--- src/rpa_pkg.sv ---
// ----------------------------------------------------------------------------
// rpa_pkg: shared types and constants for the principal-axis rotator
// Holds the fixed-point widths, the angle conversion factors, the CORDIC
// gain, the arctangent table and the record that travels down the cell chain.
// ----------------------------------------------------------------------------
package rpa_pkg;

   // Number of CORDIC iterations, limited to the size of the arctangent table.
   localparam int CORDIC_STEPS = 16;
   localparam int ATAN_LEN     = 30;
   localparam int CORDIC_N     = (CORDIC_STEPS < 1) ? 1 :
                                 (CORDIC_STEPS > ATAN_LEN) ? ATAN_LEN : CORDIC_STEPS;
   localparam int STEP_W       = 5;

   // Datapath widths: rotated pair with 8 guard bits, phase with headroom.
   localparam int GUARD_BITS = 8;
   localparam int DW         = 42;
   localparam int ZW         = 34;
   localparam int RW         = DW - GUARD_BITS;

   // Angle to phase factors (2^32 is one full turn).
   localparam int CONV_W     = 42;
   localparam int CONV_SPLIT = 21;
   localparam logic [CONV_W-1:0] DEG_TO_TURN = 42'd48867183457;
   localparam logic [CONV_W-1:0] RAD_TO_TURN = 42'd2799883368761;

   // Gain compensation in Q30, including the finite-iteration tail.
   localparam logic [30:0] GAIN_Q30 =
      31'(64'd652032874 + (64'd434688583 >> (2 * CORDIC_N)));

   // Quarter turn in phase units.
   localparam logic signed [31:0] QUARTER_TURN = 32'sd1073741824;
   localparam logic signed [ZW-1:0] HALF_TURN  = 34'sd2147483648;

   // Axis codes.
   localparam logic [1:0] AXIS_X = 2'd0;
   localparam logic [1:0] AXIS_Y = 2'd1;
   localparam logic [1:0] AXIS_Z = 2'd2;

   // One record in the rotation chain: rotated pair, residual phase and
   // the untouched axis coordinate.
   typedef struct packed {
      logic signed [DW-1:0] a;
      logic signed [DW-1:0] b;
      logic signed [ZW-1:0] z;
      logic signed [31:0]   keep;
      logic [1:0]           axis;
   } rpa_work_type;

   // atan(2^-i) in units of 2^-32 turn.
   function automatic logic [30:0] atan_turn(input logic [STEP_W-1:0] idx);
      logic [30:0] t;
      case (idx)
         5'd0:    t = 31'd536870912;
         5'd1:    t = 31'd316933406;
         5'd2:    t = 31'd167458907;
         5'd3:    t = 31'd85004756;
         5'd4:    t = 31'd42667331;
         5'd5:    t = 31'd21354465;
         5'd6:    t = 31'd10679838;
         5'd7:    t = 31'd5340245;
         5'd8:    t = 31'd2670163;
         5'd9:    t = 31'd1335087;
         5'd10:   t = 31'd667544;
         5'd11:   t = 31'd333772;
         5'd12:   t = 31'd166886;
         5'd13:   t = 31'd83443;
         5'd14:   t = 31'd41722;
         5'd15:   t = 31'd20861;
         5'd16:   t = 31'd10430;
         5'd17:   t = 31'd5215;
         5'd18:   t = 31'd2608;
         5'd19:   t = 31'd1304;
         5'd20:   t = 31'd652;
         5'd21:   t = 31'd326;
         5'd22:   t = 31'd163;
         5'd23:   t = 31'd81;
         5'd24:   t = 31'd41;
         5'd25:   t = 31'd20;
         5'd26:   t = 31'd10;
         5'd27:   t = 31'd5;
         5'd28:   t = 31'd3;
         5'd29:   t = 31'd1;
         default: t = 31'd0;
      endcase
      return t;
   endfunction

endpackage

--- src/rpa_cell.sv ---
// ----------------------------------------------------------------------------
// rpa_cell: one CORDIC micro-rotation
// Rotates the pair by plus or minus atan(2^-i) according to the sign of the
// residual phase and hands the result to the next cell.
// ----------------------------------------------------------------------------
module rpa_cell (
   input  logic                           clock,
   input  logic                           reset,
   input  logic                           advance,
   input  logic [rpa_pkg::STEP_W-1:0]     step_idx,
   input  logic                           in_valid,
   input  rpa_pkg::rpa_work_type          in_work,
   output logic                           out_valid,
   output rpa_pkg::rpa_work_type          out_work
);
   import rpa_pkg::*;

   logic signed [DW-1:0] da, db;
   logic signed [ZW-1:0] dz;
   rpa_work_type         work_in, work_ff;
   logic                 valid_ff;

   // Arithmetic shifts round toward minus infinity.
   assign da = in_work.b >>> step_idx;
   assign db = in_work.a >>> step_idx;
   assign dz = $signed(ZW'(atan_turn(step_idx)));

   // Direction follows the sign of the residual phase.
   always_comb begin
      work_in = in_work;
      if (!in_work.z[ZW-1]) begin
         work_in.a = in_work.a - da;
         work_in.b = in_work.b + db;
         work_in.z = in_work.z - dz;
      end else begin
         work_in.a = in_work.a + da;
         work_in.b = in_work.b - db;
         work_in.z = in_work.z + dz;
      end
   end

   always_ff @(posedge clock) begin
      if (reset) begin
         valid_ff <= 1'b0;
      end else if (advance) begin
         valid_ff <= in_valid;
      end
   end

   always_ff @(posedge clock) begin
      if (advance) begin
         work_ff <= work_in;
      end
   end

   assign out_valid = valid_ff;
   assign out_work  = work_ff;

endmodule

--- config.mk ---
export PLATFORM = sky130hd
export DESIGN_NAME = rpa_cell
export DESIGN_NICKNAME = d
export VERILOG_FILES = /design/src/rpa_pkg.sv /design/src/rpa_cell.sv
export SDC_FILE = /design/constraint.sdc
export NUM_CORES = 1
export LEC_CHECK = 0
export ABC_AREA = 1
export CAP_MARGIN = 25
export CORE_MARGIN = 3
export CORE_UTILIZATION = 32
export CTS_BUF_LIST = sky130_fd_sc_hd__clkbuf_4
export CTS_CLUSTER_DIAMETER = 40
export CTS_CLUSTER_SIZE = 10
export DETAILED_ROUTE_END_ITERATION = 8
export DONT_BUFFER_PORTS = 1
export GPL_TIMING_DRIVEN = 0
export PLACE_DENSITY = 0.54
export SLEW_MARGIN = 15
export SYNTH_ARGS = -nofsm -noshare
export SYNTH_HDL_FRONTEND = slang
export SYNTH_SLANG_ARGS = --single-unit
export TNS_END_PERCENT = 5
--- constraint.sdc ---
create_clock -name clock -period 9 [get_ports clock]
set_clock_uncertainty 0.1 [all_clocks]
set_input_delay 1.8 -clock clock [delete_from_list [all_inputs] [get_ports clock]]
set_output_delay 1.8 -clock clock [all_outputs]
set_load 0.05 [all_outputs]
### After elaboration in Yosys (flattened, before gate mapping)

Memory sizes are Yosys's and may differ from the RTL's.
Index checks and enable logic that the tools add are counted.

* $add $sub $neg: 6
* shifts and indexed selects: 2
* mux-type cells: 1

Operators by type and width (number)
* two-way mux 118 bit: 1
* adder 42 bit: 2
* >>> shifter 42 x 5 -> 42 bit: 2
* subtractor 42 bit: 2
* adder 34 x 32 -> 34 bit: 1
* subtractor 34 x 32 -> 34 bit: 1

* register bits after elaboration: 153
* memory bits (read-only): 960
* input port bits: 161
* output and inout bits: 153
* logic and storage cells: 16
* memories kept: 1

Memories
* (name not given): depth 32, bits a word 30, read ports 1, clocked after memory_dff 0, write ports 0, line rpa_pkg.sv:53 `case (idx)`

### Logic depth before layout (Yosys ltp)

Gate-level depths: netlist of run 1.

* word-level depth: 3
* gate-level depth with buffers: 39
* gate-level depth less buffers: 36

### Worst setup path before layout of run 1

OpenSTA, ideal clock, no wires.

* kind: input to register
* start point: input step_idx[0] in the netlist's numbering
* end point: register work_ff (netlist bit out_work[58]), data pin
* setup time: 265 ps
* arrival time: 5437 ps
* path slack: 3198 ps
* stages: 27
* path buffers: 3
* path through: buf_6 inv_2 buf_6 buf_6 ha_1 inv_1 nand2_1 nand2_1 inv_1 o21ai_2 o21ai_0 a21oi_2 ha_1 nand2_1 o21ai_0 fa_1 nand3_1 nand2_1 a21oi_1 o21ai_0 a21boi_0 inv_1 nand2_1 nand2_1 a21boi_0 o21ai_0 xor2_1

RTL lines
* start: declaration: line rpa_cell.sv:10 `input logic [rpa_pkg::STEP_W-1:0] step_idx,`
* end signal: assignment: line rpa_cell.sv:52 `work_ff <= work_in;`
* end: declaration: line rpa_cell.sv:20 `rpa_work_type work_in, work_ff;`

==> load_flow_metrics.sql, run 1 <==
INSERT INTO impl_metrics (metric_group, metric, value, unit) VALUES
('status', 'result_of_the_run', 'finished clean', ''),
('route', 'dr.first_iter.drc_count', '2667', ''),
('logic_synthesis', 'yosys_register_bits', '153', ''),
('flow_run', 'reported_max_cap_violation_count', '0', ''),
('sta', 'rsz0062_at_grt', 'no', ''),
('grt', 'grt_util_all_layers', '28.28', '%'),
('logic_synthesis', 'synth-edff-count', '152', ''),
('clock_network', 'postCtsSetupRepairBufs', '0', ''),
('floorplan', 'initial_core_util', '32.56', '%'),
('floorplan', 'design.portCount', '314', ''),
('logic_synthesis', 'ys_types', '58', ''),
('power_and_ir_drop', 'pwr_density_cell', '175.4', 'mW/mm^2'),
('layout', 'syn2layout_area_growth', '6.912', '%'),
('clock_network', 'cts_max_level', '4', ''),
('sta', 'timing.max_slew.rel_slack', '25.02', '%'),
('sta', 'finalHoldViolations', '0', ''),
('logic_synthesis', 'syn_avg_cell_area', '6.343', 'um^2'),
('placed_design', 'hpwl', '80.66', 'mm'),
('critical_path', 'critical_path.max_stage_delay', '0.82', 'ns'),
('critical_path', 'worstPathMaxFanout', '10', ''),
('power_and_ir_drop', 'fin_total_pwr', '3796', 'uW'),
('route', 'drt_drc_violations_left', '0', ''),
('logic_synthesis', 'ys_seq_area_share', '22.65', '%'),
('route', 'detail_route.wl_per_cell', '23.91', 'um'),
('power_and_ir_drop', 'vdd_ir_drop_max', '0.08875', 'mV'),
('logic_synthesis', 'synth_ff_type', 'sky130_fd_sc_hd__edfxtp_1', ''),
('grt', 'maximum_number_of_pins_on_one_net_before_global_route_repair', '154', ''),
('logic_synthesis', 'proportion_of_synthesized_flip_flops_having_asynchronous_set_or_reset', '0', '%'),
('floorplan', 'core_region_area', '0.06217', 'mm^2'),
('critical_path', 'path_cells', 'buf_4, clkbuf_1, clkbuf_1, nand3_1, nand2_1, nand2_1, nor2_1, nand3_1, o21ai_2, nand2_1, nand2_1, nand2_1, ha_1, nand2_1, nor2_1, inv_1, nor4_1, nand3_1, nand3_1, a21oi_1, nand3_1, nand2_1', ''),
('clock_network', 'clock_tree.root_cell', 'sky130_fd_sc_hd__clkbuf_4', ''),
('grt', 'global_route.overflow_total', '0', ''),
('logic_synthesis', 'post_synthesis_instance_total', '3191', ''),
('clock_network', 'tritoncts', 'built', ''),
('clock_network', 'cts_hold_repair.buffers', '0', ''),
('layout', 'filler_cell_count', '7077', ''),
('layout', 'multi_input_comb_area', '0.01386', 'mm^2'),
('logic_synthesis', 'ys_warn_count', '0', ''),
('layout', 'fraction_of_layout_cells_with_a_size_suffix_above_1', '5.141', '%'),
('route', 'dr.pass1.iters', '9', ''),
('critical_path', 'rr_startpoint', 'out_valid$_SDFFE_PP0P_', ''),
('route', 'via_per_inst', '5.551', ''),
('sta', 'post-route-min-period', '6.883', 'ns'),
('critical_path', 'worst_path_max_delay_cell', 'sky130_fd_sc_hd__clkbuf_1', ''),
('route', 'antenna_violating_nets_post_route', '0', ''),
('floorplan', 'floorplan.die_area', '0.06630', 'mm^2'),
('clock_network', 'clock_tree.buffer_depth', '2', ''),
('route', 'count_of_vias_placed_by_the_detailed_router', '22588', ''),
('critical_path', 'cp-startpoint', 'step_idx[4]', ''),
('placed_design', 'gp_routability_congestion', '1.020', ''),
('worst_hold_path', 'min-delay-path-class', 'reg2reg', ''),
('clock_network', 'clock_sinks', '153', ''),
('critical_path', 'cp_data_arrival_time', '7.28', 'ns'),
('clock_network', 'cts-resized-gates', '0', ''),
('grt', 'global_route_wire_length_before_repair', '138.7', 'mm'),
('sta', 'clock.fmax', '145.3', 'MHz'),
('logic_synthesis', 'netlist_area_pre_place', '0.02024', 'mm^2'),
('grt', 'number_of_antenna_violations_at_the_first_check_in_global_routing', '2', ''),
('layout', 'final_net_count', '3512', ''),
('critical_path', 'worstSetupPathType', 'in2reg', ''),
('sta', 'worstMarginPinSlew', '1.125', 'ns'),
('floorplan', 'num_rows', '91', ''),
('sta', 'fin_worst_hold_slack', '0.6862', 'ns'),
('clock_network', 'number_of_buffers_inserted_during_clock_tree_synthesis', '17', ''),
('layout', 'seqCellArea', '0.004584', 'mm^2'),
('placed_design', 'dp.cells', '4032', ''),
('logic_synthesis', 'syn_nets', '3487', ''),
('sta', 'timing.final.crit_share', '76.48', '%'),
('layout', 'fin_cells', '4069', ''),
('placed_design', 'placement.io_buffers', '0', ''),
('floorplan', 'die_width', '257.5', 'um');
[sequential cells by signal (all words and copies together), names as in the netlist]
register,count
out_valid,1
out_work,152
[cell usage after synthesis, types with 3 or more instances]
| master | n | area [um^2] |
|---|---|---|
| sky130_fd_sc_hd__ha_1 | 132 | 1652 |
| sky130_fd_sc_hd__nand3_1 | 508 | 2542 |
| sky130_fd_sc_hd__nor2_4 | 5 | 56.30 |
| sky130_fd_sc_hd__o211ai_1 | 19 | 142.6 |
| sky130_fd_sc_hd__o21ai_1 | 18 | 90.09 |
| sky130_fd_sc_hd__o21ai_2 | 11 | 96.34 |
| sky130_fd_sc_hd__buf_2 | 28 | 140.1 |
| sky130_fd_sc_hd__edfxtp_1 | 152 | 4564 |
| sky130_fd_sc_hd__buf_1 | 19 | 71.32 |
| sky130_fd_sc_hd__o221ai_1 | 5 | 43.79 |
| sky130_fd_sc_hd__nor2_2 | 13 | 81.33 |
| sky130_fd_sc_hd__inv_1 | 302 | 1134 |
| sky130_fd_sc_hd__inv_2 | 12 | 45.04 |
| sky130_fd_sc_hd__o21ai_0 | 109 | 545.5 |
| sky130_fd_sc_hd__a31oi_1 | 39 | 244.0 |
| sky130_fd_sc_hd__xnor2_1 | 65 | 569.3 |
| sky130_fd_sc_hd__fa_1 | 3 | 60.06 |
| sky130_fd_sc_hd__nor2_1 | 265 | 994.7 |
| sky130_fd_sc_hd__nor3_1 | 26 | 130.1 |
| sky130_fd_sc_hd__nor4_1 | 7 | 43.79 |
| sky130_fd_sc_hd__o21a_1 | 14 | 105.1 |
| sky130_fd_sc_hd__a21boi_0 | 10 | 75.07 |
| sky130_fd_sc_hd__nand2_2 | 17 | 106.4 |
| sky130_fd_sc_hd__a21o_1 | 11 | 82.58 |
| sky130_fd_sc_hd__a21oi_1 | 176 | 880.8 |
| sky130_fd_sc_hd__nand4_1 | 39 | 244.0 |
| sky130_fd_sc_hd__a211oi_1 | 3 | 22.52 |
| sky130_fd_sc_hd__o2111ai_1 | 4 | 35.03 |
| sky130_fd_sc_hd__nand2_1 | 954 | 3581 |
| sky130_fd_sc_hd__xor2_1 | 125 | 1095 |
| sky130_fd_sc_hd__buf_4 | 12 | 90.09 |
| sky130_fd_sc_hd__buf_6 | 17 | 191.4 |
| sky130_fd_sc_hd__nand3b_1 | 7 | 52.55 |
| sky130_fd_sc_hd__clkbuf_1 | 32 | 120.1 |
[per-stage QoR]
stage | cell area (um^2) | setup WS (ns) | util (%)
2_1_floorplan | 20240 | 3.198 | -
3_3_place_gp | 21290 | 1.391 | 34.24
3_5_place_dp | 21350 | 1.618 | 34.34
4_1_cts | 21600 | 2.474 | 34.75
5_1_grt | 21640 | 1.958 | 34.81
6_report | 21640 | 2.117 | 34.81
[per-layer routing]
metal	share of wire (%)	track usage (%)	up-vias
met5	0	0	-
met4	4.4	11.87	0
met3	9.7	7.047	191
met2	44	44.67	1103
met1	41	36.71	10519
li1	-	-	10775
[power breakdown]
group          internal (uW)  switching (uW)  total, uW
sequential              1030             629       1660
clock                    119             322        442
combinational            545            1150       1690
total                   1690            2100       3800
[layout make-up]
cell class | count | area share, %
antenna | 3 | 0.03469
buffer | 108 | 2.833
clock buffer | 17 | 0.5898
clock inverter | 15 | 0.6014
inverter | 315 | 5.464
multi-input combinational | 2615 | 64.05
sequential | 153 | 21.19
tap | 837 | 4.840
timing repair buffer | 6 | 0.3990
[placed cells by master, fill, tap and decap left out, types with 18 or more instances in the layout]
cell type                    n
sky130_fd_sc_hd__buf_2      28
sky130_fd_sc_hd__nand4_1    39
sky130_fd_sc_hd__a21oi_1   176
sky130_fd_sc_hd__xor2_1    125
sky130_fd_sc_hd__a31oi_1    39
sky130_fd_sc_hd__clkbuf_1   32
sky130_fd_sc_hd__o21ai_0   109
sky130_fd_sc_hd__xnor2_1    65
sky130_fd_sc_hd__o21ai_1    18
sky130_fd_sc_hd__buf_6      18
sky130_fd_sc_hd__nor2_1    265
sky130_fd_sc_hd__buf_1      19
sky130_fd_sc_hd__nor3_1     26
sky130_fd_sc_hd__edfxtp_1  152
sky130_fd_sc_hd__inv_1     302
sky130_fd_sc_hd__o211ai_1   19
sky130_fd_sc_hd__ha_1      132
sky130_fd_sc_hd__nand2_1   954
sky130_fd_sc_hd__nand3_1   508
[final timing paths]
check / to / slack (ns) / depth (start not counted)
hold / removal: out_valid$_SDFFE_PP0P_ / 0.69 / 2
setup / recovery: out_work[109]$_DFFE_PP_ / 2.12 / 22
setup reg to reg: out_valid$_SDFFE_PP0P_ / 7.94 / 2
hold reg to reg: out_valid$_SDFFE_PP0P_ / 0.69 / 2
[worst max-delay path: cells and delay by family]
| family | cells | cell delay, ns |
|---|---|---|
| compound gates | 2 | 0.40 |
| fa+ha+maj | 1 | 0.38 |
| buf+inv | 4 | 1.94 |
| simple gates | 15 | 2.74 |
[cell families after synthesis]
group,Yosys count,share of synthesized area (%)
simple gates,1853,39.28
compound gates,436,12.47
buf+inv,423,8.871
xor+xnor,190,8.222
flops,153,22.65
fa+ha+maj,135,8.457
mux,1,0.04946
Power figures use the tool's default switching activity.
==> run 2: changes to the inputs <==
PLACE_DENSITY = 0.55   (was 0.54)
clock period = 5.7 ns   (was 9 ns; I/O delays follow)
==> load_flow_metrics.sql, run 2 (synthesized netlist as in run 1, its figures left out) <==
INSERT INTO impl_metrics (metric_group, metric, value, unit) VALUES
('status', 'result_of_the_run', 'finished clean', ''),
('floorplan', 'floorplan.die_area', '0.06630', 'mm^2'),
('floorplan', 'initial_core_util', '32.56', '%'),
('sta', 'worstMarginPinSlew', '1.142', 'ns'),
('critical_path', 'worst_ep_required_time', '6.11', 'ns'),
('grt', 'number_of_antenna_violations_at_the_first_check_in_global_routing', '1', ''),
('layout', 'syn2layout_area_growth', '7.740', '%'),
('grt', 'global_route.overflow_total', '0', ''),
('layout', 'final_net_count', '3512', ''),
('grt', 'maximum_number_of_pins_on_one_net_before_global_route_repair', '154', ''),
('critical_path', 'worst_r2r_path_depth', '2', ''),
('placed_design', 'placement.io_buffers', '0', ''),
('layout', 'seqCellArea', '0.004584', 'mm^2'),
('power_and_ir_drop', 'pwr_density_cell', '280.5', 'mW/mm^2'),
('sta', 'final.setup.worst_slack', '0.0001266', 'ns'),
('critical_path', 'critical_path.max_stage_delay', '0.70', 'ns'),
('power_and_ir_drop', 'seq_power_share', '42.8', '%'),
('worst_hold_path', 'min-delay-path-class', 'in2reg', ''),
('power_and_ir_drop', 'vdd_ir_drop_max', '0.1357', 'mV'),
('sta', 'post-route-min-period', '5.700', 'ns'),
('floorplan', 'die-height', '257.5', 'um'),
('clock_network', 'number_of_buffers_inserted_during_clock_tree_synthesis', '17', ''),
('placed_design', 'pre_cts_ws', '-0.9920', 'ns'),
('clock_network', 'cts_hold_repair.buffers', '0', ''),
('floorplan', 'core_region_area', '0.06217', 'mm^2'),
('flow_run', 'reported_max_cap_violation_count', '0', ''),
('grt', 'grt_util_all_layers', '28.35', '%'),
('worst_hold_path', 'whs_path_depth', '1', ''),
('critical_path', 'timing.critical_path.to_type', 'flop', ''),
('power_and_ir_drop', 'fin_total_pwr', '6116', 'uW'),
('clock_network', 'clock_sinks', '153', ''),
('sta', 'timing_max_transition_violations_final', '0', ''),
('layout', 'most_common_library_cell_in_the_layout_ignoring_fill_and_taps', 'sky130_fd_sc_hd__nand2_1', ''),
('route', 'via_per_inst', '5.537', ''),
('clock_network', 'clock_tree.root_cell', 'sky130_fd_sc_hd__clkbuf_4', ''),
('sta', 'timing.final.crit_share', '100.0', '%'),
('power_and_ir_drop', 'static-leakage-power', '0.01021', 'uW'),
('sta', 'timing.max_slew.rel_slack', '23.84', '%'),
('clock_network', 'tritoncts', 'built', ''),
('critical_path', 'worst_setup_path_start_kind', 'input pin', ''),
('grt', 'grt_pass1_vias', '20864', ''),
('route', 'detail_route.wl_per_cell', '24.00', 'um'),
('critical_path', 'worstSetupPathType', 'in2reg', ''),
('layout', 'final_cell_mix', 'sky130_fd_sc_hd__nand2_1 (953), sky130_fd_sc_hd__nand3_1 (504), sky130_fd_sc_hd__inv_1 (302), sky130_fd_sc_hd__nor2_1 (263), sky130_fd_sc_hd__a21oi_1 (172)', ''),
('power_and_ir_drop', 'sw_frac_of_total', '55.17', '%'),
('critical_path', 'critical-path-top-cell-by-count', 'sky130_fd_sc_hd__nand2_1', ''),
('clock_network', 'worstSkewPairLatency', '0.68', 'ns'),
('layout', 'filler_cell_count', '7032', ''),
('sta', 'clock.fmax', '175.4', 'MHz'),
('critical_path', 'path_cells', 'inv_2, buf_2, buf_1, nand3_1, nand3_1, nand2_1, inv_1, nand2_1, nor2_1, nand2_1, nor2_2, nand2_1, xor2_1, a21oi_1, ha_1, nand2_1, nor2_1, inv_1, nor4_1, nand3_1, nand3_2, a21oi_2, nand3_1, nand2_1', ''),
('sta', 'rsz0062_at_grt', 'yes', ''),
('clock_network', 'clock_tree.buffer_depth', '2', ''),
('critical_path', 'worst-path-stages', '24', ''),
('power_and_ir_drop', 'power_switching', '3374', 'uW'),
('sta', 'finalHoldViolations', '0', ''),
('floorplan', 'num_rows', '91', ''),
('route', 'routed_wl', '97.62', 'mm'),
('sta', 'setup_viol', '0', ''),
('layout', 'fraction_of_layout_cells_with_a_size_suffix_above_1', '6.256', '%'),
('power_and_ir_drop', 'clk_network_pwr_share', '12.8', '%'),
('placed_design', 'gp_routability_congestion', '1.026', ''),
('power_and_ir_drop', 'power.combinational.fraction', '44.3', '%'),
('placed_design', 'hpwl', '81.12', 'mm'),
('critical_path', 'path_delay_family', 'simple AND/OR/NAND/NOR gates', ''),
('route', 'count_of_vias_placed_by_the_detailed_router', '22519', ''),
('critical_path', 'cp_data_arrival_time', '6.11', 'ns'),
('critical_path', 'worst_path_max_delay_cell', 'sky130_fd_sc_hd__buf_1', ''),
('route', 'dr.pass1.iters', '6', ''),
('route', 'dr.first_iter.drc_count', '2493', ''),
('floorplan', 'die_width', '257.5', 'um'),
('floorplan', 'design.portCount', '314', ''),
('layout', 'multi_input_comb_area', '0.01396', 'mm^2'),
('clock_network', 'cts.clk_slew.worst_paths', '0.20', 'ns'),
('power_and_ir_drop', 'power_report.internal_total', '2742', 'uW'),
('layout', 'largest_reg_flops', '152', ''),
('route', 'antenna_violating_nets_post_route', '0', ''),
('critical_path', 'worstPathMaxFanout', '10', ''),
('critical_path', 'cp_num_buf_inv', '5', ''),
('route', 'drt_drc_violations_left', '0', ''),
('grt', 'global_route_wire_length_before_repair', '139.1', 'mm'),
('clock_network', 'cts_max_level', '4', '');
## run 2: cell count changes in the layout (fill, tap and decap cells not counted), sizes merged
| cell | before | now |
|---|---|---|
| buf | 82 | 81 |
| bufinv | 0 | 1 |
| clkbuf | 49 | 50 |
| clkinv | 6 | 5 |
| clkinvlp | 2 | 0 |
| diode | 3 | 1 |
| inv | 322 | 324 |
## run 2: per-layer routing
layer | part of all wire [%] | wire (um) | global-route usage [%]
met4 | 3.7 | 3606 | 10.24
met2 | 45 | 44070 | 45.41
met1 | 42 | 41380 | 37.68
met3 | 8.8 | 8562 | 5.826
met5 | 0 | 0 | 0
## run 2: metrics by stage
stage	setup TNS (ns)	instances	utilization [%]	area, um^2	hold slack (ns)
floorplan	0	3191	-	20240	0.6326
global placement	-49.30	4028	34.24	21290	0.6541
detailed placement	-39.00	4032	34.33	21340	0.6684
CTS	0	4064	34.85	21660	0.2994
global route	-0.4002	4067	35.08	21810	0.3310
finish	0	4067	35.08	21810	0.4010
## run 2: final cells by class
| cell class | count | share of cell area (%) |
|---|---|---|
| buffer | 108 | 2.921 |
| sequential | 153 | 21.02 |
| clock inverter | 15 | 0.8205 |
| multi-input combinational | 2615 | 64.03 |
| tap | 837 | 4.803 |
| antenna | 1 | 0.01148 |
| inverter | 315 | 5.422 |
| timing repair buffer | 6 | 0.3787 |
| clock buffer | 17 | 0.5853 |
## run 2: power by group through the flow
stage / sequential (uW) / combinational (uW) / clock (uW)
floorplan: 2610 / 1880 / 0
global placement: 2660 / 2620 / 0
detailed placement: 2660 / 2620 / 0
CTS: 2630 / 2630 / 823
global route: 2640 / 2990 / 858
finish: 2620 / 2710 / 785
## run 2: worst paths after layout
check | from | endpoint | slack [ns]
worst max-delay path | step_idx[3] | out_work[151]$_DFFE_PP_ | 0.0001
worst min-delay path | reset | out_valid$_SDFFE_PP0P_ | 0.40
worst max register to register | out_valid$_SDFFE_PP0P_ | out_valid$_SDFFE_PP0P_ | 4.65
worst min register to register | out_valid$_SDFFE_PP0P_ | out_valid$_SDFFE_PP0P_ | 0.67
## run 2: timing repair
action,CTS,global route
gates cloned,0,0
setup endpoints to repair,6,53
hold endpoints to repair,0,0
pin swaps,0,1
setup buffers,0,0
gates resized for setup,7,48
