[config.mk]
export PLATFORM = sky130hd
export DESIGN_NAME = rpa_back
export DESIGN_NICKNAME = d
export VERILOG_FILES = /design/src/rpa_pkg.sv /design/src/rpa_back.sv
export SDC_FILE = /design/constraint.sdc
export NUM_CORES = 1
export LEC_CHECK = 0
export BUFFER_PORTS_ARGS = -buffer_cell sky130_fd_sc_hd__buf_2
export CAP_MARGIN = 40
export CELL_PAD_IN_SITES_DETAIL_PLACEMENT = 1
export CELL_PAD_IN_SITES_GLOBAL_PLACEMENT = 2
export CORE_UTILIZATION = 32
export DETAILED_ROUTE_END_ITERATION = 10
export GPL_ROUTABILITY_DRIVEN = 0
export HOLD_SLACK_MARGIN = 0.15
export PLACE_DENSITY_LB_ADDON = 0.1
export SYNTH_ARGS = -nofsm -noshare
export SYNTH_HDL_FRONTEND = slang
export SYNTH_SLANG_ARGS = --single-unit
[constraint.sdc]
create_clock -name clock -period 4.3 [get_ports clock]
set_input_delay 0.645 -clock clock [delete_from_list [all_inputs] [get_ports clock]]
set_output_delay 0.645 -clock clock [all_outputs]
set_load 0.02 [all_outputs]
[src/rpa_pkg.sv]
// ----------------------------------------------------------------------------
// rpa_pkg: shared types and constants for the principal-axis rotator
// Holds the fixed-point widths, the angle conversion factors, the CORDIC
// gain, the arctangent table and the record that travels down the cell chain.
// ----------------------------------------------------------------------------
package rpa_pkg;

   // Number of CORDIC iterations, limited to the size of the arctangent table.
   localparam int CORDIC_STEPS = 16;
   localparam int ATAN_LEN     = 30;
   localparam int CORDIC_N     = (CORDIC_STEPS < 1) ? 1 :
                                 (CORDIC_STEPS > ATAN_LEN) ? ATAN_LEN : CORDIC_STEPS;
   localparam int STEP_W       = 5;

   // Datapath widths: rotated pair with 8 guard bits, phase with headroom.
   localparam int GUARD_BITS = 8;
   localparam int DW         = 42;
   localparam int ZW         = 34;
   localparam int RW         = DW - GUARD_BITS;

   // Angle to phase factors (2^32 is one full turn).
   localparam int CONV_W     = 42;
   localparam int CONV_SPLIT = 21;
   localparam logic [CONV_W-1:0] DEG_TO_TURN = 42'd48867183457;
   localparam logic [CONV_W-1:0] RAD_TO_TURN = 42'd2799883368761;

   // Gain compensation in Q30, including the finite-iteration tail.
   localparam logic [30:0] GAIN_Q30 =
      31'(64'd652032874 + (64'd434688583 >> (2 * CORDIC_N)));

   // Quarter turn in phase units.
   localparam logic signed [31:0] QUARTER_TURN = 32'sd1073741824;
   localparam logic signed [ZW-1:0] HALF_TURN  = 34'sd2147483648;

   // Axis codes.
   localparam logic [1:0] AXIS_X = 2'd0;
   localparam logic [1:0] AXIS_Y = 2'd1;
   localparam logic [1:0] AXIS_Z = 2'd2;

   // One record in the rotation chain: rotated pair, residual phase and
   // the untouched axis coordinate.
   typedef struct packed {
      logic signed [DW-1:0] a;
      logic signed [DW-1:0] b;
      logic signed [ZW-1:0] z;
      logic signed [31:0]   keep;
      logic [1:0]           axis;
   } rpa_work_type;

   // atan(2^-i) in units of 2^-32 turn.
   function automatic logic [30:0] atan_turn(input logic [STEP_W-1:0] idx);
      logic [30:0] t;
      case (idx)
         5'd0:    t = 31'd536870912;
         5'd1:    t = 31'd316933406;
         5'd2:    t = 31'd167458907;
         5'd3:    t = 31'd85004756;
         5'd4:    t = 31'd42667331;
         5'd5:    t = 31'd21354465;
         5'd6:    t = 31'd10679838;
         5'd7:    t = 31'd5340245;
         5'd8:    t = 31'd2670163;
         5'd9:    t = 31'd1335087;
         5'd10:   t = 31'd667544;
         5'd11:   t = 31'd333772;
         5'd12:   t = 31'd166886;
         5'd13:   t = 31'd83443;
         5'd14:   t = 31'd41722;
         5'd15:   t = 31'd20861;
         5'd16:   t = 31'd10430;
         5'd17:   t = 31'd5215;
         5'd18:   t = 31'd2608;
         5'd19:   t = 31'd1304;
         5'd20:   t = 31'd652;
         5'd21:   t = 31'd326;
         5'd22:   t = 31'd163;
         5'd23:   t = 31'd81;
         5'd24:   t = 31'd41;
         5'd25:   t = 31'd20;
         5'd26:   t = 31'd10;
         5'd27:   t = 31'd5;
         5'd28:   t = 31'd3;
         5'd29:   t = 31'd1;
         default: t = 31'd0;
      endcase
      return t;
   endfunction

endpackage

[src/rpa_back.sv]
// ----------------------------------------------------------------------------
// rpa_back: rounding, saturation and output register
// Drops the guard bits with rounding, clamps to Q16.16 range, places the
// pair back around the axis coordinate and holds the result transaction.
// ----------------------------------------------------------------------------
module rpa_back (
   input  logic                  clock,
   input  logic                  reset,
   input  logic                  advance,
   input  logic                  in_valid,
   input  rpa_pkg::rpa_work_type in_work,
   output logic                  out_valid,
   output logic signed [31:0]    out_x,
   output logic signed [31:0]    out_y,
   output logic signed [31:0]    out_z,
   output logic                  clipped
);
   import rpa_pkg::*;

   logic signed [DW-1:0] sum_a, sum_b;
   logic signed [RW-1:0] ra, rb;
   logic signed [31:0]   sa, sb;
   logic                 clip_a, clip_b;
   logic signed [31:0]   x_in, y_in, z_in;
   logic signed [31:0]   x_ff, y_ff, z_ff;
   logic                 clip_ff;
   logic                 valid_ff;

   // Round to nearest at the guard bit boundary.
   assign sum_a = in_work.a + DW'(128);
   assign sum_b = in_work.b + DW'(128);
   assign ra    = sum_a[DW-1:GUARD_BITS];
   assign rb    = sum_b[DW-1:GUARD_BITS];

   // Clamp when the bits above the 32-bit sign disagree.
   always_comb begin
      clip_a = (ra[RW-1:31] != {(RW-31){1'b0}}) && (ra[RW-1:31] != {(RW-31){1'b1}});
      clip_b = (rb[RW-1:31] != {(RW-31){1'b0}}) && (rb[RW-1:31] != {(RW-31){1'b1}});
      if (clip_a) begin
         sa = ra[RW-1] ? 32'sh80000000 : 32'sh7fffffff;
      end else begin
         sa = ra[31:0];
      end
      if (clip_b) begin
         sb = rb[RW-1] ? 32'sh80000000 : 32'sh7fffffff;
      end else begin
         sb = rb[31:0];
      end
   end

   // Put the rotated pair back in place around the axis coordinate.
   always_comb begin
      case (in_work.axis)
         AXIS_Y: begin
            x_in = sb;
            y_in = in_work.keep;
            z_in = sa;
         end
         AXIS_Z: begin
            x_in = sa;
            y_in = sb;
            z_in = in_work.keep;
         end
         default: begin
            x_in = in_work.keep;
            y_in = sa;
            z_in = sb;
         end
      endcase
   end

   always_ff @(posedge clock) begin
      if (reset) begin
         valid_ff <= 1'b0;
      end else if (advance) begin
         valid_ff <= in_valid;
      end
   end

   always_ff @(posedge clock) begin
      if (advance) begin
         x_ff    <= x_in;
         y_ff    <= y_in;
         z_ff    <= z_in;
         clip_ff <= clip_a | clip_b;
      end
   end

   assign out_valid = valid_ff;
   assign out_x     = x_ff;
   assign out_y     = y_ff;
   assign out_z     = z_ff;
   assign clipped   = clip_ff;

endmodule

# Word level (Yosys, flattened, before mapping)
# Index checks and enable logic that the tools add are counted.
dict set report word_totals {
  ff_bits 98
  romBits 0
  memories 0
  in_bits 156
  latchBits 0
  output_inout_bits 98
  mem_bits_rw 0
}
dict set report op_classes {
  n_mul 0
  div 0
  shift 0
  n_reduce_logical 4
  n_eq_ne 4
  n_bitwise 1
  n_mux 7
  order_cmp 0
  n_addsub 2
}
# cell count
set op_table {}
lappend op_table {{$pmux 32 s2} 3}
lappend op_table {{$mux 32} 4}
lappend op_table {{$add 42x9->42 const B} 2}
lappend op_table {{$ne 3x3->1 const B} 2}
lappend op_table {{$reduce_bool 3->1} 2}
lappend op_table {{$eq 2x1->1 const B} 1}
lappend op_table {{$eq 2x2->1 const B} 1}
lappend op_table {{$logic_and 1x1->1} 2}
lappend op_table {{$or 1x1->1} 1}

# Logic depth before layout (Yosys ltp)
# Gate-level depths: netlist (run 1).
dict set report logic_depth {
  depth_word 5
  depth_mapped 10
}

# Worst setup path after synthesis (run 1)
# No wires, ideal clock.
dict set report synth_path {
  kind {input -> register}
  startpoint {in in_work[75] (netlist name)}
  endpoint {reg y_ff[10], in the netlist out_y[10] (data pin)}
  cell_stages 10
  slack_ns 1.461
  setup_ns 0.270
  t_arrival_ns 2.569
  path_cell_list {ha_1 and4_1 and2b_1 buf_2 nand4_1 o32ai_2 nor3b_4 buf_2 a221oi_1 a21oi_1}
}
dict set report synth_via {
  elab_chain_cells 5
}
# item line_no
set synth_rtl {}
lappend synth_rtl {{start, declared} rpa_back.sv:11} ;# input rpa_pkg::rpa_work_type in_work,
lappend synth_rtl {{$add 42x9->42 *} rpa_back.sv:31} ;# assign sum_b = in_work.b + DW'(128);
lappend synth_rtl {{$ne 3x3->1 or $reduce_bool 3->1 (tied branches)} rpa_back.sv:38} ;# clip_b = (rb[RW-1:31] != {(RW-31){1'b0}}) && (rb[RW-1:31] != {(RW-31){1'b1}});
lappend synth_rtl {{$logic_and 1x1->1} rpa_back.sv:38}
lappend synth_rtl {{$mux 32 *} rpa_back.sv:44} ;# if (clip_b) begin
lappend synth_rtl {{$pmux 32 s2 *} rpa_back.sv:53} ;# case (in_work.axis)
lappend synth_rtl {{named net y_in[10]} rpa_back.sv:24} ;# logic signed [31:0] x_in, y_in, z_in;
lappend synth_rtl {{end signal, assigned} rpa_back.sv:83} ;# y_ff <= y_in;
lappend synth_rtl {{end, declared} rpa_back.sv:25} ;# logic signed [31:0] x_ff, y_ff, z_ff;
# The timed path passes the listed nets; every way through them passes the cells marked *.
# A chain may end at the register's enable or synchronous reset.

# Worst setup path after layout (run 1)
dict set report layout_path {
  startpoint {in in_work[125] (netlist name)}
  endpoint {reg z_ff[9], in the netlist out_z[9] (data pin)}
}
dict set report layout_via {
  elab_chain_cells 5
}
# item line_no
set layout_rtl {}
lappend layout_rtl {{$add 42x9->42 *} rpa_back.sv:30} ;# assign sum_a = in_work.a + DW'(128);
lappend layout_rtl {{$ne 3x3->1 or $reduce_bool 3->1 (tied branches)} rpa_back.sv:37} ;# clip_a = (ra[RW-1:31] != {(RW-31){1'b0}}) && (ra[RW-1:31] != {(RW-31){1'b1}});
lappend layout_rtl {{$logic_and 1x1->1} rpa_back.sv:37}
lappend layout_rtl {{$mux 32 *} rpa_back.sv:39} ;# if (clip_a) begin
lappend layout_rtl {{$pmux 32 s2 *} rpa_back.sv:53}
lappend layout_rtl {{named net z_in[9]} rpa_back.sv:24}
lappend layout_rtl {{end signal, assigned} rpa_back.sv:84} ;# z_ff <= z_in;
lappend layout_rtl {{end, declared} rpa_back.sv:25}
# Marks and branches as above.

==> results of run 1 <==
==> critical path, cell delays in order <==
cell and delay [ns]:
buf_2 0.12, nand3_1 0.30, nor4_2 0.62, nand3_1 0.15, or4_1 0.70, nand2_8 0.42, o21ai_0 0.19, a22oi_1 0.29
==> through the flow <==
step                area [um^2]  std cells  total power, mW
floorplan                  7130        765             1.75
global placement           8360       1210             2.07
detailed placement         8360       1210             2.09
CTS                        8710       1226             3.07
global route               8720       1231             3.16
finish                     8730       1233             3.05
==> final cells by class <==
class / count / area [um^2] / area share
inverter: 11 / 41.3 / 0.00473
sequential: 98 / 2930 / 0.336
timing repair buffer: 222 / 1170 / 0.134
antenna: 7 / 17.5 / 0.00201
tap: 280 / 350 / 0.0401
clock buffer: 9 / 225 / 0.0258
clock inverter: 7 / 124 / 0.0142
multi-input combinational: 599 / 3870 / 0.443
==> state kept, by name, summed over array words and instances (netlist names) <==
name,count
out_x,32
out_valid,1
out_y,32
clipped,1
out_z,32
==> cells in the final DEF (no fill, tap or decap), types with 2 or more instances in the layout <==
cell / Yosys / routed
buf_2: 10 / 204
nand2_1: 114 / 114
edfxtp_1: 97 / 97
o21ai_0: 61 / 61
a21oi_1: 59 / 59
nand3_1: 45 / 45
xor2_1: 33 / 33
nand4_1: 27 / 27
a22oi_1: 27 / 27
xnor2_1: 25 / 25
nor2_1: 26 / 25
a221oi_1: 24 / 24
o21ai_1: 24 / 24
a22oi_2: 22 / 22
o21ai_2: 18 / 18
buf_4: 2 / 17
inv_1: 11 / 11
o211ai_1: 10 / 10
and3_1: 9 / 9
clkbuf_16: 0 / 9
diode_2: 0 / 7
and4_1: 7 / 7
nor3_1: 6 / 6
nor4_1: 5 / 5
nor2_2: 3 / 4
nor2b_1: 4 / 4
and2_1: 4 / 4
or2_2: 3 / 3
a31oi_1: 3 / 3
ha_1: 4 / 3
bufinv_16: 0 / 3
o31ai_4: 2 / 2
nor4_2: 2 / 2
nand4b_1: 2 / 2
o31ai_1: 2 / 2
or4_1: 2 / 2
a32oi_1: 2 / 2
inv_6: 0 / 2
==> path summary, 6_finish.rpt <==
check,from,end,cells past startpoint
worst max-delay path,in_work[125],out_z[9],8
worst max register to register,out_valid,out_valid,2
worst min register to register,out_valid,out_valid,2
worst min-delay path,reset,out_valid,2
==> metal layers <==
layer / global-route usage / vias to the layer above / wire (um)
met3: 0.0337 / 45 / 1430
met4: 0.109 / 0 / 824
met2: 0.391 / 275 / 13100
li1: - / 3280 / -
met5: 0 / - / 0
met1: 0.324 / 3503 / 12700
==> power breakdown <==
| group | total, mW | switching, mW | internal [mW] | leakage [nW] |
|---|---|---|---|---|
| clock | 0.978 | 0.403 | 0.575 | 0.167 |
| combinational | 0.839 | 0.570 | 0.269 | 2.15 |
| sequential | 1.23 | 0.0362 | 1.20 | 0.951 |
| total | 3.05 | 1.01 | 2.04 | 3.27 |
==> logic make-up after synthesis <==
kind of cell             Yosys count
AND/OR/NAND/NOR                  270
AO/OA/AOI/OAI                    266
flip-flops                        98
buffers and inverters             68
XOR/XNOR                          58
adder cells (fa/ha/maj)            4
multiplexers                       1
==> metrics, run 1 <==
hold slack 0.449 ns; Post-synth EDFFs slightly below 100; Max Fanout on Critical Path 62; Slew headroom 0.429; io pins 254; gr usage total 0.243; Setup crit end kind register; DR iter-0 viols ~410; Clock Skews 0 ns; final hold violations 0; cells after synthesis 765; Synth Flop Type edfxtp_1; H-tree levels 3; pre-CTS WS 0.634 ns; Final Critical Period 3.32 ns; Post-Synth Simple-Gate Area 0.196; Die H 151 um; Leak 3.27 nW; nets@finish 1101; compound-gate portion of the synthesized area 0.265; cell taking the most area after synthesis edfxtp_1; max-slew violations 0; Row Count 54; Post-Syn Area about 7000 um^2; cts repair resizes 0; crit share post-route 0.773; die width approximately 150 um; largest family of logic cells by synthesized area compound AO/OA/AOI/OAI gates; layout cells sized above 1 0.320; Worst EP arrival roughly 3.5 ns; Seq/Total Area, Yosys 0.411; vias 7103; share of the synthesized area in the top cell type 0.409; peak supply drop 0.000142 V; xor/xnor share of the synthesized area 0.0713; initial antenna violation count 7; wire per inst between 20 and 25 um; commonest cells in the netlist nand2_1, edfxtp_1, o21ai_0, a21oi_1, nand3_1; Power per Cell Area between 300 and 400 nW/um^2; reg-to-reg setup timing slack roughly 3.7 ns; ys async rst share 0; post-route ant nets 0; P&R area growth vs syn 22.4%; # clock sinks 98; IO buf count around 210; final worst-path setup slack 0.976 ns; Routed Wire Length 28000 um; Worst-Skew Late Latency 0.36 ns; Core ar. 21800 um^2; status complete, no violations; post-CTS setup buffers 0; Mapped Avg Cell Area 9.32 um^2; Hold Buf Count CTS 0; vias in the first global route slightly above 7000; FF+latch count, synth 98; RSZ-0062 raised after global routing no; Filler cells ~2600; Max-cap violations 0; Area contributors post-synth edfxtp_1, nand2_1, o21ai_0, a21oi_1, xor2_1; startpoint types input port; largest net degree at the start of global routing 82; Setup CP Type in2reg; first-pass GRT wire length 41000 um; CTS tree built; Yosys warnings 0; vias per inst 5.76; synthesized-area fraction occupied by adder cells 0.00702; Worst-path clk slew 0.07 ns; fmax 301 MHz; GR Overflow Total 0; total negative slack 0 ns; final core utilization 0.400; Required @ worst endpoint 4.47 ns; clock buffer depth 2; final setup fails 0; top-count cell post-synth nand2_1; Synth cell types 65; mux contribution to synthesized area 0.00140; HPWL after DPL ~20000 um; effective utilization at floorplan 0.327; die area 22900 um^2; HP Class in2reg; worst slew pin tran between 0.8 and 0.9 ns; syn nets 925; CTS root buffer clkbuf_16; DRC viols 0; TritonCTS buffer count 9; drt first pass iters 5
No activity file was read; power rests on OpenSTA's default activity.
==> inputs of run 2 (changes only) <==
--- a/config.mk
+++ b/config.mk
@@ -5,11 +5,12 @@
 export SDC_FILE = /design/constraint.sdc
 export NUM_CORES = 1
 export LEC_CHECK = 0
+export ABC_AREA = 1
 export BUFFER_PORTS_ARGS = -buffer_cell sky130_fd_sc_hd__buf_2
 export CAP_MARGIN = 40
 export CELL_PAD_IN_SITES_DETAIL_PLACEMENT = 1
 export CELL_PAD_IN_SITES_GLOBAL_PLACEMENT = 2
-export CORE_UTILIZATION = 32
+export CORE_UTILIZATION = 27
 export DETAILED_ROUTE_END_ITERATION = 10
 export GPL_ROUTABILITY_DRIVEN = 0
 export HOLD_SLACK_MARGIN = 0.15
==> constraint.sdc (replaced) <==
create_clock -name clock -period 3.43 [get_ports clock]
set_input_delay 0.5145 -clock clock [delete_from_list [all_inputs] [get_ports clock]]
set_output_delay 0.5145 -clock clock [all_outputs]
set_load 0.02 [all_outputs]
==> metrics, run 2 <==
status complete, no violations; ys async rst share 0 (unchanged); layout cells sized above 1 0.200 (-0.120); Core ar. 28900 um^2 (+33%); Mapped Avg Cell Area 6.61 um^2 (-29%); max-slew violations 0 (unchanged); final setup fails 0 (unchanged); CTS tree built; GR Overflow Total 0 (unchanged); Top Layer Used met4; most frequent cells in the layout nand2_1, buf_2, nand3_1; die area 30300 um^2 (+32%); Row Count 62 (+15%); # diodes 0 (-7); # clock sinks 98 (unchanged); Required @ worst endpoint 3.54 ns (-0.93 ns); Yosys warnings 0 (unchanged); drt first pass iters 4 (-1); P&R area growth vs syn 21.8%; vias in the first global route 8214 (+15%); WP buf/inv 3 (+2); met1 WL 15700 um (+24%); Non-Filler Instances 1774 (+44%); die width 174 um (+15%); total power 3.82 mW (+25%); Worst-Skew Late Latency 0.35 ns (about the same); Worst EP arrival 2.68 ns (-0.81 ns); Synth cell types 28 (-57%); cells after synthesis 1210 (+58%); peak supply drop 0.000198 V (+39%); effective utilization at floorplan 0.276 (-0.0504); CTS root buffer clkbuf_16; initial antenna violation count 0 (-7); worst slew pin tran 0.577 ns (-0.280 ns); commonest cells in the netlist nand2_1, nand3_1, edfxtp_1, inv_1, nor2_1; H-tree levels 3 (unchanged); largest net degree at the start of global routing 134 (+63%); HP Class in2reg; clock buffer depth 2 (unchanged); DRC viols 0 (unchanged); Die H 174 um (+15%); pre-CTS WS 0.489 ns (-0.145 ns); Post-synth EDFFs 97 (unchanged); Power per Cell Area 392 nW/um^2 (+12%); crit-path leading delay family simple AND/OR/NAND/NOR gates; CP cell instances buf_2 > ha_1 > nand3_2 > nor2_2 > nand3_1 > nor2_2 > nand3_1 > nand2_2 > o21ai_4 > buf_12 > nand2_1 > nor2_1 > o21ai_1 > inv_1; Placed Cells 1758 (+45%); nets@finish 1545 (+40%); total negative slack 0 ns (unchanged); Max Fanout on Critical Path 27 (-56%); post-CTS setup buffers 0 (unchanged); share of the synthesized area in the top cell type 0.364 (-0.0442); final hold violations 0 (unchanged); top-count cell post-synth nand2_1; Leak 4.73 nW (+45%); DR iter-0 viols 369 (-9.8%); most common cell after layout, fill and taps aside nand2_1; Clock Skews 0 ns (unchanged); FF+latch count, synth 98 (unchanged); CP max stage delay 0.26 ns (-0.44 ns); Seq/Total Area, Yosys 0.367 (-0.0445); met2 WL post-DR 13700 um (+4.3%); fmax 389 MHz; final worst-path setup slack 0.857 ns (-0.120 ns); Final Critical Period 2.57 ns; TritonCTS buffer count 9 (unchanged); crit share post-route 0.750; slowest CP cell ha_1; Hold Buf Count CTS 0 (unchanged); Routed Wire Length 30700 um (+9.5%); Worst-path clk slew 0.08 ns (about the same); syn nets 1370 (+48%); DR WL met3 833 um (-42%); Post-Syn Area 7990 um^2 (+12%); final core utilization 0.336 (-0.0635); Setup CP Type in2reg; wire per inst 17.3 um (-24%); Slew headroom 0.616 (+0.187); Setup crit end kind register; startpoint types input port; Synth Flop Type edfxtp_1; post-route ant nets 0 (unchanged); io pins 254 (unchanged); Area contributors post-synth edfxtp_1, nand2_1, nand3_1, inv_1, nor2_1; gr usage total 0.205 (-0.0378); cts repair resizes 0 (unchanged); IO buf count 205 (unchanged); Max-cap violations 0 (unchanged); vias per inst 4.60 (-20%); RSZ-0062 raised after global routing no; first-pass GRT wire length 47800 um (+17%); cell taking the most area after synthesis edfxtp_1; HPWL after DPL 23700 um (+16%); vias 8163 (+15%)
==> run 2: cell types whose count changed after synthesis, sizes merged, moves of 8 or more <==
| cell | previous run | this run |
|---|---|---|
| inv | 11 | 99 |
| nand2 | 115 | 559 |
| a22oi | 49 | 2 |
| nor2 | 29 | 103 |
| and3 | 9 | 1 |
| o211ai | 11 | 0 |
| nor4 | 8 | 0 |
| nand3 | 45 | 119 |
| a221oi | 24 | 0 |
| nand4 | 28 | 12 |
| a21oi | 59 | 42 |
| buf | 19 | 32 |
| o21ai | 103 | 31 |
==> run 2: layer usage <==
layer / track usage / vias to the layer above
li1: - / 4182
met1: 0.296 / 3803
met2: 0.328 / 157
met3: 0.0190 / 21
met4: 0.0508 / 0
met5: 0 / -
==> run 2: final cells by class <==
cell class | instances | area [um^2]
multi-input combinational | 949 | 4330
clock buffer | 9 | 225
fill | 3778 | 19200
inverter | 99 | 372
sequential | 98 | 2930
clock inverter | 7 | 75.1
timing repair buffer | 228 | 1310
tap | 384 | 480
==> run 2: worst paths after layout <==
kind,cells after the start,start,slack (ns),endpoint
setup reg to reg,2,out_valid,2.85,out_valid
hold reg to reg,2,out_valid,0.50,out_valid
setup / recovery,14,in_work[117],0.86,out_z[12]
hold / removal,2,reset,0.31,out_valid
==> run 2: per-stage QoR <==
step	instance area, um^2	hold slack [ns]
6_report	9730	0.307
5_1_grt	9730	0.304
4_1_cts	9730	0.291
3_5_place_dp	9430	0.483
3_3_place_gp	9430	0.469
2_1_floorplan	7990	0.579
==> run 2: logic make-up after synthesis <==
| group | count (synthesis) | synth area share |
|---|---|---|
| AND/OR/NAND/NOR | 811 | 0.420 |
| buffers and inverters | 163 | 0.0928 |
| AO/OA/AOI/OAI | 75 | 0.0490 |
| multiplexers | 1 | 0.00125 |
| XOR/XNOR | 58 | 0.0635 |
| adder cells (fa/ha/maj) | 4 | 0.00626 |
| flip-flops | 98 | 0.367 |
==> run 2: report_power, final <==
part	internal, mW	switching (mW)
logic	0.373	0.825
clock network	0.573	0.508
registers	1.50	0.0405
total	2.45	1.37
==> inputs of run 3 (changes only) <==
==> constraint.sdc (replaced) <==
create_clock -name clock -period 2.65 [get_ports clock]
set_input_delay 0.3975 -clock clock [delete_from_list [all_inputs] [get_ports clock]]
set_output_delay 0.3975 -clock clock [all_outputs]
set_load 0.02 [all_outputs]
==> metrics, run 3 (synthesis results as in run 2) <==
Setup CP Type in2reg; vias in the first global route 8342 (+1.6%); reg-to-reg setup timing slack 2.07 ns (-0.78 ns); met2 WL post-DR 14200 um (+4.0%); # clock sinks 98 (unchanged); Max Fanout on Critical Path 32 (+19%); pre-CTS WS 0.0473 ns (-0.442 ns); most common cell after layout, fill and taps aside nand2_1; final hold violations 0 (unchanged); crit share post-route 0.843; drt first pass iters 5 (+1); hold_sp reset; Worst EP arrival 2.35 ns (-0.33 ns); P&R area growth vs syn 23.2%; Row Count 62 (unchanged); HPWL after DPL 24100 um (+1.5%); worst slew pin tran 0.585 ns (+0.00820 ns); final setup fails 0 (unchanged); Slew headroom 0.610 (-0.00547); Leak 4.81 nW (+1.7%); initial antenna violation count 1 (+1); Seq pwr share 0.402 (about the same); switching share of power 0.357 (-0.00267); Hold Buf Count CTS 0 (unchanged); met1 WL 15500 um (-1.6%); H-tree levels 3 (unchanged); Routed Wire Length 31000 um (+1.1%); gr usage total 0.206 (+0.000866); r2r endpoint out_valid; cts repair resizes 0 (unchanged); net switching power 1.78 mW (+29%); fmax 448 MHz; Non-Filler Instances 1787 (+0.73%); Top Layer Used met5; Worst R2R Path Depth 2 (unchanged); Setup crit end kind register; CTS tree built; Required @ worst endpoint 2.76 ns (-0.78 ns); io pins 254 (unchanged); Max-cap violations 0 (unchanged); largest net degree at the start of global routing 99 (-26%); total power 4.98 mW (+30%); DR WL met3 909 um (+9.1%); RSZ-0062 raised after global routing no; total negative slack 0 ns (unchanged); peak supply drop 0.000286 V (+45%); most frequent cells in the layout nand2_1, buf_2, nand3_1; Filler cells 3772 (-0.16%); IO buf count 205 (unchanged); hold path depth 2 (unchanged); HP Class in2reg; first-pass GRT wire length 48000 um (+0.51%); DR iter-0 viols 405 (+9.8%); placed standard-cell area 9540 um^2 (+1.2%); status complete, no violations; startpoint types input port; Power per Cell Area 506 nW/um^2 (+29%); DRC viols 0 (unchanged); clock network fraction of total power 0.283 (about the same); GR Overflow Total 0 (unchanged); internal power 3.20 mW (+31%); Final Instance Area 9850 um^2 (+1.2%); Placed Cells 1771 (+0.74%); Worst-path clk slew 0.07 ns (about the same); vias per inst 4.67 (+1.4%); Worst-Skew Late Latency 0.35 ns (about the same); nets@finish 1558 (+0.84%); reg2reg start out_valid; clock buffer depth 2 (unchanged); TritonCTS buffer count 9 (unchanged); final worst-path setup slack 0.415 ns (-0.442 ns); post-route ant nets 0 (unchanged); CTS root buffer clkbuf_16; effective utilization at floorplan 0.276 (unchanged); post-CTS setup buffers 0 (unchanged); Core ar. 28900 um^2 (unchanged); # diodes 0 (unchanged); max-slew violations 0 (unchanged); die width 174 um (unchanged); vias 8337 (+2.1%); Die H 174 um (unchanged); layout cells sized above 1 0.207 (+0.00670); die area 30300 um^2 (unchanged); Clock Skews 0 ns (unchanged); Hold EP out_valid; Final Critical Period 2.23 ns; Comb pwr share 0.315 (about the same); wire per inst 17.4 um (+0.32%)
-- run 3: cell types whose count changed in the layout (fill, tap and decap cells not counted) --
| cell | before | now |
|---|---|---|
| buf_4 | 15 | 27 |
| clkinv_2 | 2 | 1 |
| clkinv_4 | 0 | 2 |
| clkinvlp_4 | 2 | 0 |
| clkbuf_8 | 0 | 1 |
| clkbuf_1 | 0 | 1 |
| buf_12 | 9 | 10 |
| inv_8 | 1 | 0 |
-- run 3: through the flow --
step | utilization | hold slack (ns)
floorplan | - | 0.470
global placement | 0.330 | 0.470
detailed placement | 0.330 | 0.485
CTS | 0.340 | 0.175
global route | 0.340 | 0.187
finish | 0.340 | 0.189
-- run 3: worst max-delay path by stage --
stage | depth (start not counted) | start | slack [ns] | to
2_1_floorplan | 13 | in_work[117] | 0.48 | out_z[10]
3_3_place_gp | 16 | in_work[75] | 0.09 | out_z[25]
3_5_place_dp | 16 | in_work[75] | 0.05 | out_z[25]
4_1_cts | 16 | in_work[75] | 0.42 | out_z[25]
5_1_grt | 16 | in_work[75] | 0.18 | out_z[25]
6_report | 16 | in_work[75] | 0.42 | out_z[25]
-- run 3: final cells by class --
cell class	count	area, um^2	share of cell area
Multi-Input combinational cell	949	4330	0.440
Clock inverter	5	61.3	0.00623
Inverter	99	372	0.0377
Sequential cell	98	2930	0.298
Clock buffer	11	243	0.0247
Tap cell	384	480	0.0488
Timing Repair Buffer	241	1420	0.145
-- run 3: power by group through the flow --
stage	clock network, mW	logic [mW]	registers (mW)
after floorplan	0	0.703	2.27
after global placement	0	1.57	2.04
after detailed placement	0	1.58	2.04
after CTS	1.45	1.59	2.01
after global routing	1.50	1.74	2.02
final	1.41	1.57	2.00
-- run 3: worst max-delay path: stages --
cell and delay, ns:
buf_2 0.10, ha_1 0.16, nand2_1 0.06, nor2_2 0.20, nand2_2 0.12, nor2_4 0.18, nand3_1 0.10, nand2_1 0.11
nand3_1 0.10, nand2_2 0.09, buf_12 0.18, nand2_1 0.20, nand2_1 0.11, nand2_1 0.05, o21ai_1 0.11, inv_1 0.06
-- run 3: metal layers --
layer | GRT usage | vias to the layer above
met2 | 0.335 | 170
met5 | 0 | -
met4 | 0.0497 | 2
met3 | 0.0177 | 22
li1 | - | 4207
met1 | 0.295 | 3936
